**src/rtl/assert_macros.svh**
```systemverilog
// Assertion macros for the RTL files; lscp_ctrl includes them.
`ifndef ASSERT_MACROS_SVH
`define ASSERT_MACROS_SVH

// Property holds at every clock edge once reset is released.
`define ASSERT_ALWAYS(label, clk, rst_n, prop) \
	label: assert property (@(posedge clk) disable iff (!rst_n) (prop)) \
		else $error("assertion failed");

// Antecedent implies consequent on the following clock edge.
`define ASSERT_NEXT(label, clk, rst_n, ante, cons) \
	label: assert property (@(posedge clk) disable iff (!rst_n) (ante) |=> (cons)) \
		else $error("assertion failed");

`endif

```
**src/rtl/lscp_pkg.sv**
```systemverilog
// ----------------------------------------------------------------------------
// lscp_pkg
// Types, constants and helper functions of the scene crossfade player.
// ----------------------------------------------------------------------------
package lscp_pkg;

	localparam int SCENE_DEPTH  = 64;
	localparam int TILE_DEPTH   = 16;
	localparam int SCENE_W      = $clog2(SCENE_DEPTH);
	localparam int TILE_W       = $clog2(TILE_DEPTH);
	localparam int COLOUR_DEPTH = SCENE_DEPTH * TILE_DEPTH;
	localparam int FRAC_W       = 17;
	localparam logic [FRAC_W-1:0] FRAC_ONE = 17'h10000;

	typedef enum logic [2:0] {
		CMD_SCENE  = 3'd0,
		CMD_COLOUR = 3'd1,
		CMD_ADDR   = 3'd2,
		CMD_START  = 3'd3,
		CMD_TICK   = 3'd4
	} cmd_e_t;

	typedef enum logic [1:0] {
		REG_SCENE_COUNT = 2'd0,
		REG_TILE_COUNT  = 2'd1,
		REG_SPEED       = 2'd2,
		REG_DIMMER      = 2'd3
	} cfg_reg_t;

	typedef enum logic [3:0] {
		ST_IDLE, ST_RD, ST_MUL, ST_CMP, ST_DIVS, ST_DIVW,
		ST_TRD, ST_TMUL1, ST_TMUL2, ST_TOUT
	} state_t;

	typedef struct packed {
		logic accept;
		logic do_mul;
		logic do_cmp;
		logic div_start;
		logic tile_inc;
		logic do_blend;
		logic do_dim;
	} dp_cmd_t;

	typedef struct packed {
		logic running;
		logic div_busy;
		logic no_tiles;
		logic last_tile;
	} dp_stat_t;

	// Next scene in the loop, wrapping at the number of scenes in use.
	function automatic logic [SCENE_W-1:0] scene_after(input logic [SCENE_W-1:0] s,
			input logic [6:0] cnt);
		logic [31:0] n;
		logic [31:0] lim;
		n   = {{(32-SCENE_W){1'b0}}, s} + 32'd1;
		lim = ({25'd0, cnt} > SCENE_DEPTH) ? SCENE_DEPTH : {25'd0, cnt};
		return (n >= lim) ? '0 : n[SCENE_W-1:0];
	endfunction

endpackage

```
**src/rtl/lscp_ctrl.sv**
```systemverilog
// ----------------------------------------------------------------------------
// lscp_ctrl
// Sequencer for tick processing: timing, fade fraction and the tile walk.
// ----------------------------------------------------------------------------
`include "assert_macros.svh"

module lscp_ctrl (
	input  logic                 clk,
	input  logic                 arst_n,
	input  logic                 in_valid,
	output logic                 in_ready,
	input  logic [2:0]           command,
	output logic                 out_valid,
	input  logic                 out_ready,
	output lscp_pkg::dp_cmd_t    cmd,
	input  lscp_pkg::dp_stat_t   stat
);
	import lscp_pkg::*;

	state_t state_q, state_n;

	always_ff @(posedge clk or negedge arst_n) begin
		if (!arst_n) begin
			state_q <= ST_IDLE;
		end else begin
			state_q <= state_n;
		end
	end

	always_comb begin
		state_n   = state_q;
		cmd       = '0;
		in_ready  = 1'b0;
		out_valid = 1'b0;
		unique case (state_q)
			ST_IDLE: begin
				in_ready   = 1'b1;
				cmd.accept = in_valid;
				if (in_valid && command == CMD_TICK && stat.running) begin
					state_n = ST_RD;
				end
			end
			ST_RD: state_n = ST_MUL;
			ST_MUL: begin
				cmd.do_mul = 1'b1;
				state_n    = ST_CMP;
			end
			ST_CMP: begin
				cmd.do_cmp = 1'b1;
				state_n    = ST_DIVS;
			end
			ST_DIVS: begin
				cmd.div_start = 1'b1;
				state_n       = ST_DIVW;
			end
			ST_DIVW: begin
				if (!stat.div_busy) begin
					state_n = stat.no_tiles ? ST_IDLE : ST_TRD;
				end
			end
			ST_TRD: state_n = ST_TMUL1;
			ST_TMUL1: begin
				cmd.do_blend = 1'b1;
				state_n      = ST_TMUL2;
			end
			ST_TMUL2: begin
				cmd.do_dim = 1'b1;
				state_n    = ST_TOUT;
			end
			ST_TOUT: begin
				out_valid = 1'b1;
				if (out_ready) begin
					if (stat.last_tile) begin
						state_n = ST_IDLE;
					end else begin
						cmd.tile_inc = 1'b1;
						state_n      = ST_TRD;
					end
				end
			end
			default: state_n = ST_IDLE;
		endcase
	end

	`ASSERT_ALWAYS(a_no_overlap, clk, arst_n, !(in_ready && out_valid))
	`ASSERT_ALWAYS(a_div_idle_start, clk, arst_n, !(cmd.div_start && stat.div_busy))
	`ASSERT_NEXT(a_last_to_idle, clk, arst_n,
		out_valid && out_ready && stat.last_tile, in_ready)

endmodule
```
**config.mk**
```make
export PLATFORM = sky130hd
export DESIGN_NAME = lscp_ctrl
export DESIGN_NICKNAME = d
export VERILOG_FILES = /design/src/rtl/lscp_pkg.sv /design/src/rtl/lscp_ctrl.sv
export VERILOG_INCLUDE_DIRS = /design/src /design/src/rtl
export SDC_FILE = /design/constraint.sdc
export NUM_CORES = 1
export LEC_CHECK = 0
export ABC_CLOCK_PERIOD_IN_PS = 1500
export BUFFER_PORTS_ARGS = -buffer_cell sky130_fd_sc_hd__buf_2
export CAP_MARGIN = 20
export CORE_AREA = 4 4 41 43
export CTS_CLUSTER_DIAMETER = 40
export CTS_CLUSTER_SIZE = 10
export DETAILED_ROUTE_END_ITERATION = 8
export DIE_AREA = 0 0 45 47
export SYNTH_ARGS = -nofsm -noshare
export SYNTH_HDL_FRONTEND = slang
export SYNTH_SLANG_ARGS = --single-unit
```
**constraint.sdc**
```tcl
create_clock -name clk -period 1.5 [get_ports clk]
set_clock_uncertainty 0.2 [all_clocks]
set_input_delay 0.225 -clock clk [delete_from_list [all_inputs] [get_ports clk]]
set_output_delay 0.225 -clock clk [all_outputs]
set_load 0.03 [all_outputs]
```
==> flow_summary.ini, run 1 <==
[outcome]
status = finished with violations
failed_checks = negative setup slack

[floorplanning]
io_pins = 20
die_y_um = 47
rows = 13
core-area_um2 = 1301
die_width_um = 45
fp.dieArea_um2 = 2115
start_util_pct = 29.04

[setup_path]
path_class = reg2out
reg2reg_from = state_q[1]
worstPathArrival_ns = 1.35
worst-path-max-fanout = 4
endpoint_kind = primary output
cpMaxStageDelayCell = dfrtp_2
start_kind = register
path_cells = or2b_1, nor2_4, and3b_2, buf_6
max_stage_delay_ns = 0.43
cp-startpoint = state_q[1]
crit_required_ns = 1.07

[clocking]
clk_root_buffer_cell = clkbuf_4
cts_buffer_depth = 2
cts_sinks = 4
insertion_delay_ns = 0.23
clk_pin_slew_ns = 0.04
cts_buffers = 3
cts_tree = done
htree_num_levels = 1

[timing]
maxSlewHeadroom_pct = 83.28
final_max_slew_viol_count = 0
setup_viol = 11
finalCritPeriodShare_pct = 118.5
hold_viol_final = 0
worstMarginPinSlew_ns = 0.2494
rsz0062_at_grt = yes
setup_slack_ns = -0.2780
layout_min_cycle_time_ns = 1.778
fmax_ghz = 0.5624

[cells_and_area]
largest-register = state_q
nets = 98
final_cell_mix = 17 x buf_4, 14 x buf_6, 10 x buf_2, 4 x dfrtp_2, 3 x clkbuf_4
top_regs = state_q: 4 flops
largest_reg_flops = 4
stdcell_area_um2 = 817.0
drive_gt1_share_pct = 71.76
stdcell_count = 100
final_common_cell = buf_4
diodes = 0
syn_to_final_growth_pct = 116.2

[yosys]
ys_async_sr_fraction_pct = 100.0
yosysUniqueCellTypes = 30
synth_ff_type = dfrtp_1
synth_edf_count = 0
ys_top_cells_by_area = dfrtp_1 26%, nor4_4 5.6%, nor2b_1 5.0%
synth_warnings = 0
synth_seq_area_share_pct = 26.49
synthCells = 44
yosys.area.top_type_share_pct = 26.49
synth-seq-cells = 4
syn-cell-area_um2 = 377.9
syn_nets = 55
syn_area_per_cell_um2 = 8.588
yosysTopAreaCell = dfrtp_1

[global_route]
antenna_found_initial = 0
grt_first_pass_wirelength_mm = 2.083
grt_pass1_vias = 513
grt_max_degree = 7
grtUsageTotal_pct = 13.40
overflow = 0

[pwr]
power.density_nw_per_um2 = 2139
vdd_ir_drop_max_v = 0.001426
p_leak_nw = 0.3739

[flow_run]
drv_cap = 0

[placement]
gp_congestion = 0.8018
placed_cell_area_um2 = 616.8
hpwl_um = 925.5
dpl.cell_count = 90
port_buffers = 19

[min_path]
hp-start = stat[2]
hold_class = in2reg

[detailed_routing]
first_pass_iters = 4
vias = 491
drc = 0
via_per_inst = 4.910
wl_per_cell_um = 12.36
routed_wl_mm = 1.236
ant_nets = 0
drt-initial-drc-count = 8
[power by group]
part           total (mW)  internal (mW)  switching [mW]
sequential          0.253          0.171          0.0822
combinational        1.36          0.750           0.609
clock               0.136         0.0897          0.0462
[cell families after synthesis]
| kind of cell | share of synthesized area, % |
|---|---|
| buffers and inverters | 8.609 |
| and+or+nand+nor | 40.73 |
| DFF | 26.49 |
| AOI/OAI and AO/OA | 24.17 |
[area by class of cell]
class                           count  area, µm²
Clock buffer                        3      22.52
Fill cell                         117      484.2
Inverter                            1      3.754
Multi-Input combinational cell     35      321.6
Sequential cell                     4      105.1
Tap cell                           15      18.77
Timing Repair Buffer               42      345.3
[what timing repair did]
item / 4_1_cts / 5_1_grt
gates resized for setup: 25 / 9
endpoints found under the hold margin: 4 / 0
endpoints found under the setup margin: 10 / 11
pin swaps: 4 / 4
hold buffers: 1 / 0
buffers inserted: 3 / 5
[worst max-delay path, delay by kind of cell (launching register included)]
family,cells,cell delay [ns]
AND/OR/NAND/NOR,3,0.56
flip-flops,1,0.43
buffers and inverters,1,0.12
[metrics by stage]
step	TNS (ns)	total power, mW	setup slack [ns]	util [%]	hold slack (ns)
after detailed placement	-0.1826	1.243	-0.08149	47.40	-0.1680
after global routing	-2.748	1.880	-0.3207	62.79	0.07352
after global placement	-0.1537	1.241	-0.08508	47.40	-0.1706
after floorplan	-0.8856	0.8668	-0.3135	-	-0.2706
final	-2.018	1.748	-0.2780	62.79	0.07236
after CTS	-2.017	1.601	-0.2900	57.50	0.06741
[cells in the mapped netlist, drive strengths merged (2+ instances only)]
cell	number
a211oi	2
a21oi	3
buf	4
dfrtp	4
nand2	2
nor2	3
nor2b	3
nor4b	2
o211ai	2
o21ai	3
[layer usage]
| layer | GRT usage, % | part of all wire, % | wire (µm) |
|---|---|---|---|
| met5 | 0 | 0 | 0 |
| met4 | 5.263 | 0 | 0 |
| met3 | 2.682 | 8.2 | 101 |
| met2 | 24.29 | 53 | 660 |
| met1 | 15.40 | 38 | 474 |
[worst paths after layout]
check                      cells after the start  slack, ns    endpoint
setup / recovery                               4      -0.28      cmd[2]
hold / removal                                 3       0.07  state_q[2]
setup reg to reg                               6      -0.08  state_q[3]
hold reg to reg                                3       0.60  state_q[1]
max in group asynchronous                      2       0.85  state_q[0]
min in group asynchronous                      2       0.12  state_q[3]
Power figures use the tool's default switching activity.
==> run 2, diff against run 1 <==
--- a/config.mk
+++ b/config.mk
@@ -9,11 +9,14 @@
 export ABC_CLOCK_PERIOD_IN_PS = 1500
 export BUFFER_PORTS_ARGS = -buffer_cell sky130_fd_sc_hd__buf_2
 export CAP_MARGIN = 20
-export CORE_AREA = 4 4 41 43
+export CELL_PAD_IN_SITES_DETAIL_PLACEMENT = 0
+export CELL_PAD_IN_SITES_GLOBAL_PLACEMENT = 1
+export CORE_MARGIN = 4
+export CORE_UTILIZATION = 26
 export CTS_CLUSTER_DIAMETER = 40
 export CTS_CLUSTER_SIZE = 10
 export DETAILED_ROUTE_END_ITERATION = 8
-export DIE_AREA = 0 0 45 47
+export PLACE_DENSITY_LB_ADDON = 0.1
 export SYNTH_ARGS = -nofsm -noshare
 export SYNTH_HDL_FRONTEND = slang
 export SYNTH_SLANG_ARGS = --single-unit
==> flow_summary.ini, run 2 (synthesis results as in run 1) <==
[detailed_routing]
vias = 460
wl_met1_um = 438
routed_wl_mm = 1.155
drc = 0
routed.top_layer = met4
route.met2.wl_um = 639
wl_per_cell_um = 12.29
ant_nets = 0
first_pass_iters = 4
routed-wl-met3_um = 61
via_per_inst = 4.894
drt-initial-drc-count = 8

[cells_and_area]
diodes = 0
nets = 92
final_common_cell = buf_4
top_regs = state_q: 4 flops
fillers = 132
largest-register = state_q
largest_reg_flops = 4
stdcell_count = 94
seq_area_um2 = 102.6
final_cell_mix = 14 x buf_4, 11 x buf_2, 9 x buf_6, 3 x nor2b_1, 3 x clkbuf_4
final_core_util_pct = 56.38
drive_gt1_share_pct = 65.82
multi_input_area_um2 = 310.3
syn_to_final_growth_pct = 99.01

[clocking]
htree_num_levels = 1
clk_pin_slew_ns = 0.04
insertion_delay_ns = 0.23
cts_buffer_depth = 2
cts_sinks = 4
clk_root_buffer_cell = clkbuf_4
cts_tree = done
cts_buffers = 3

[floorplanning]
start_util_pct = 28.33
io_pins = 20
die_y_um = 46.12
rows = 13
core-area_um2 = 1334
die_width_um = 46.12
fp.dieArea_um2 = 2127

[setup_path]
path_cells = nor4_4, and2_4, buf_6
endpoint_kind = primary output
cpMaxStageDelayCell = dfrtp_2
crit_buf_inv = 1
crit_family = simple AND/OR/NAND/NOR gates
crit_required_ns = 1.07
max_stage_delay_ns = 0.46
r2r_end = state_q[0]
cp-startpoint = state_q[3]
worstPathArrival_ns = 1.33
r2r_cells = 5
crit_cells = 3
crit_end = cmd[6]
start_kind = register
path_class = reg2out
regToRegSetupSlack_ns = -0.09
worst-path-max-fanout = 6
reg2reg_from = state_q[3]

[pwr]
p_leak_nw = 0.3428
vdd_ir_drop_max_v = 0.001074
power.density_nw_per_um2 = 2153

[timing]
setup_slack_ns = -0.2580
layout_min_cycle_time_ns = 1.758
fmax_ghz = 0.5688
final_max_slew_viol_count = 0
finalCritPeriodShare_pct = 117.2
tns_ns = -1.932
rsz0062_at_grt = yes
setup_viol = 10
maxSlewHeadroom_pct = 83.86
worstMarginPinSlew_ns = 0.2403
hold_viol_final = 0
hold-worst-slack_ns = 0.05440

[flow_run]
drv_cap = 0

[outcome]
failed_checks = negative setup slack
status = finished with violations

[global_route]
grt_pass1_vias = 459
grtUsageTotal_pct = 12.33
overflow = 0
antenna_found_initial = 0
grt_first_pass_wirelength_mm = 1.828
grt_max_degree = 12

[placement]
hpwl_um = 874.8
gp_congestion = 0.6981
dpl.cell_count = 87
pre_cts_ws_ns = -0.1028
port_buffers = 19

[min_path]
hold_class = in2reg
==> run 2: what timing repair did <==
| action | in CTS | in global routing |
|---|---|---|
| setup buffers | 1 | 3 |
| hold buffers | 1 | 0 |
| hold endpoints to repair | 4 | 0 |
| resized for setup | 17 | 9 |
| pin swaps | 2 | 2 |
| setup endpoints to repair | 11 | 11 |
==> run 2: layout make-up <==
class	count	area share, %
inverter	1	0.8319
tap	15	2.496
multi-input combinational	35	41.26
timing repair buffer	36	38.77
sequential	4	13.64
clock buffer	3	2.995
==> run 2: tightest hold or removal path, delay by kind of cell <==
family	cells	cell delay (ns)
buf+inv	1	0.09
simple gates	1	0.07
compound gates	1	0.07
==> run 2: worst min path at each step <==
stage	from	to	slack [ns]	cells past startpoint
2_1_floorplan	arst_n	state_q[0]	-0.27	0
3_3_place_gp	arst_n	state_q[3]	-0.17	1
3_5_place_dp	arst_n	state_q[3]	-0.17	1
4_1_cts	stat[2]	state_q[2]	0.05	3
5_1_grt	stat[2]	state_q[2]	0.08	3
6_report	stat[2]	state_q[2]	0.05	3
==> run 2: power by group <==
part / internal (mW) / total (mW) / switching, mW
Clock: 0.0894 / 0.131 / 0.0421
Combinational: 0.653 / 1.24 / 0.587
Sequential: 0.165 / 0.247 / 0.0817
Total: 0.908 / 1.62 / 0.711
==> run 2: per-stage QoR <==
stage | area [µm²] | total power [mW]
detailed placement | 594.3 | 1.195
floorplan | 415.4 | 0.8668
CTS | 680.7 | 1.466
global placement | 594.3 | 1.196
finish | 752.0 | 1.619
global route | 752.0 | 1.742
==> run 2: per-layer routing <==
metal	global-route usage (%)	up-vias
met3	2.344	2
met1	13.85	209
li1	-	236
met4	8.523	0
met5	0	-
met2	20.60	13
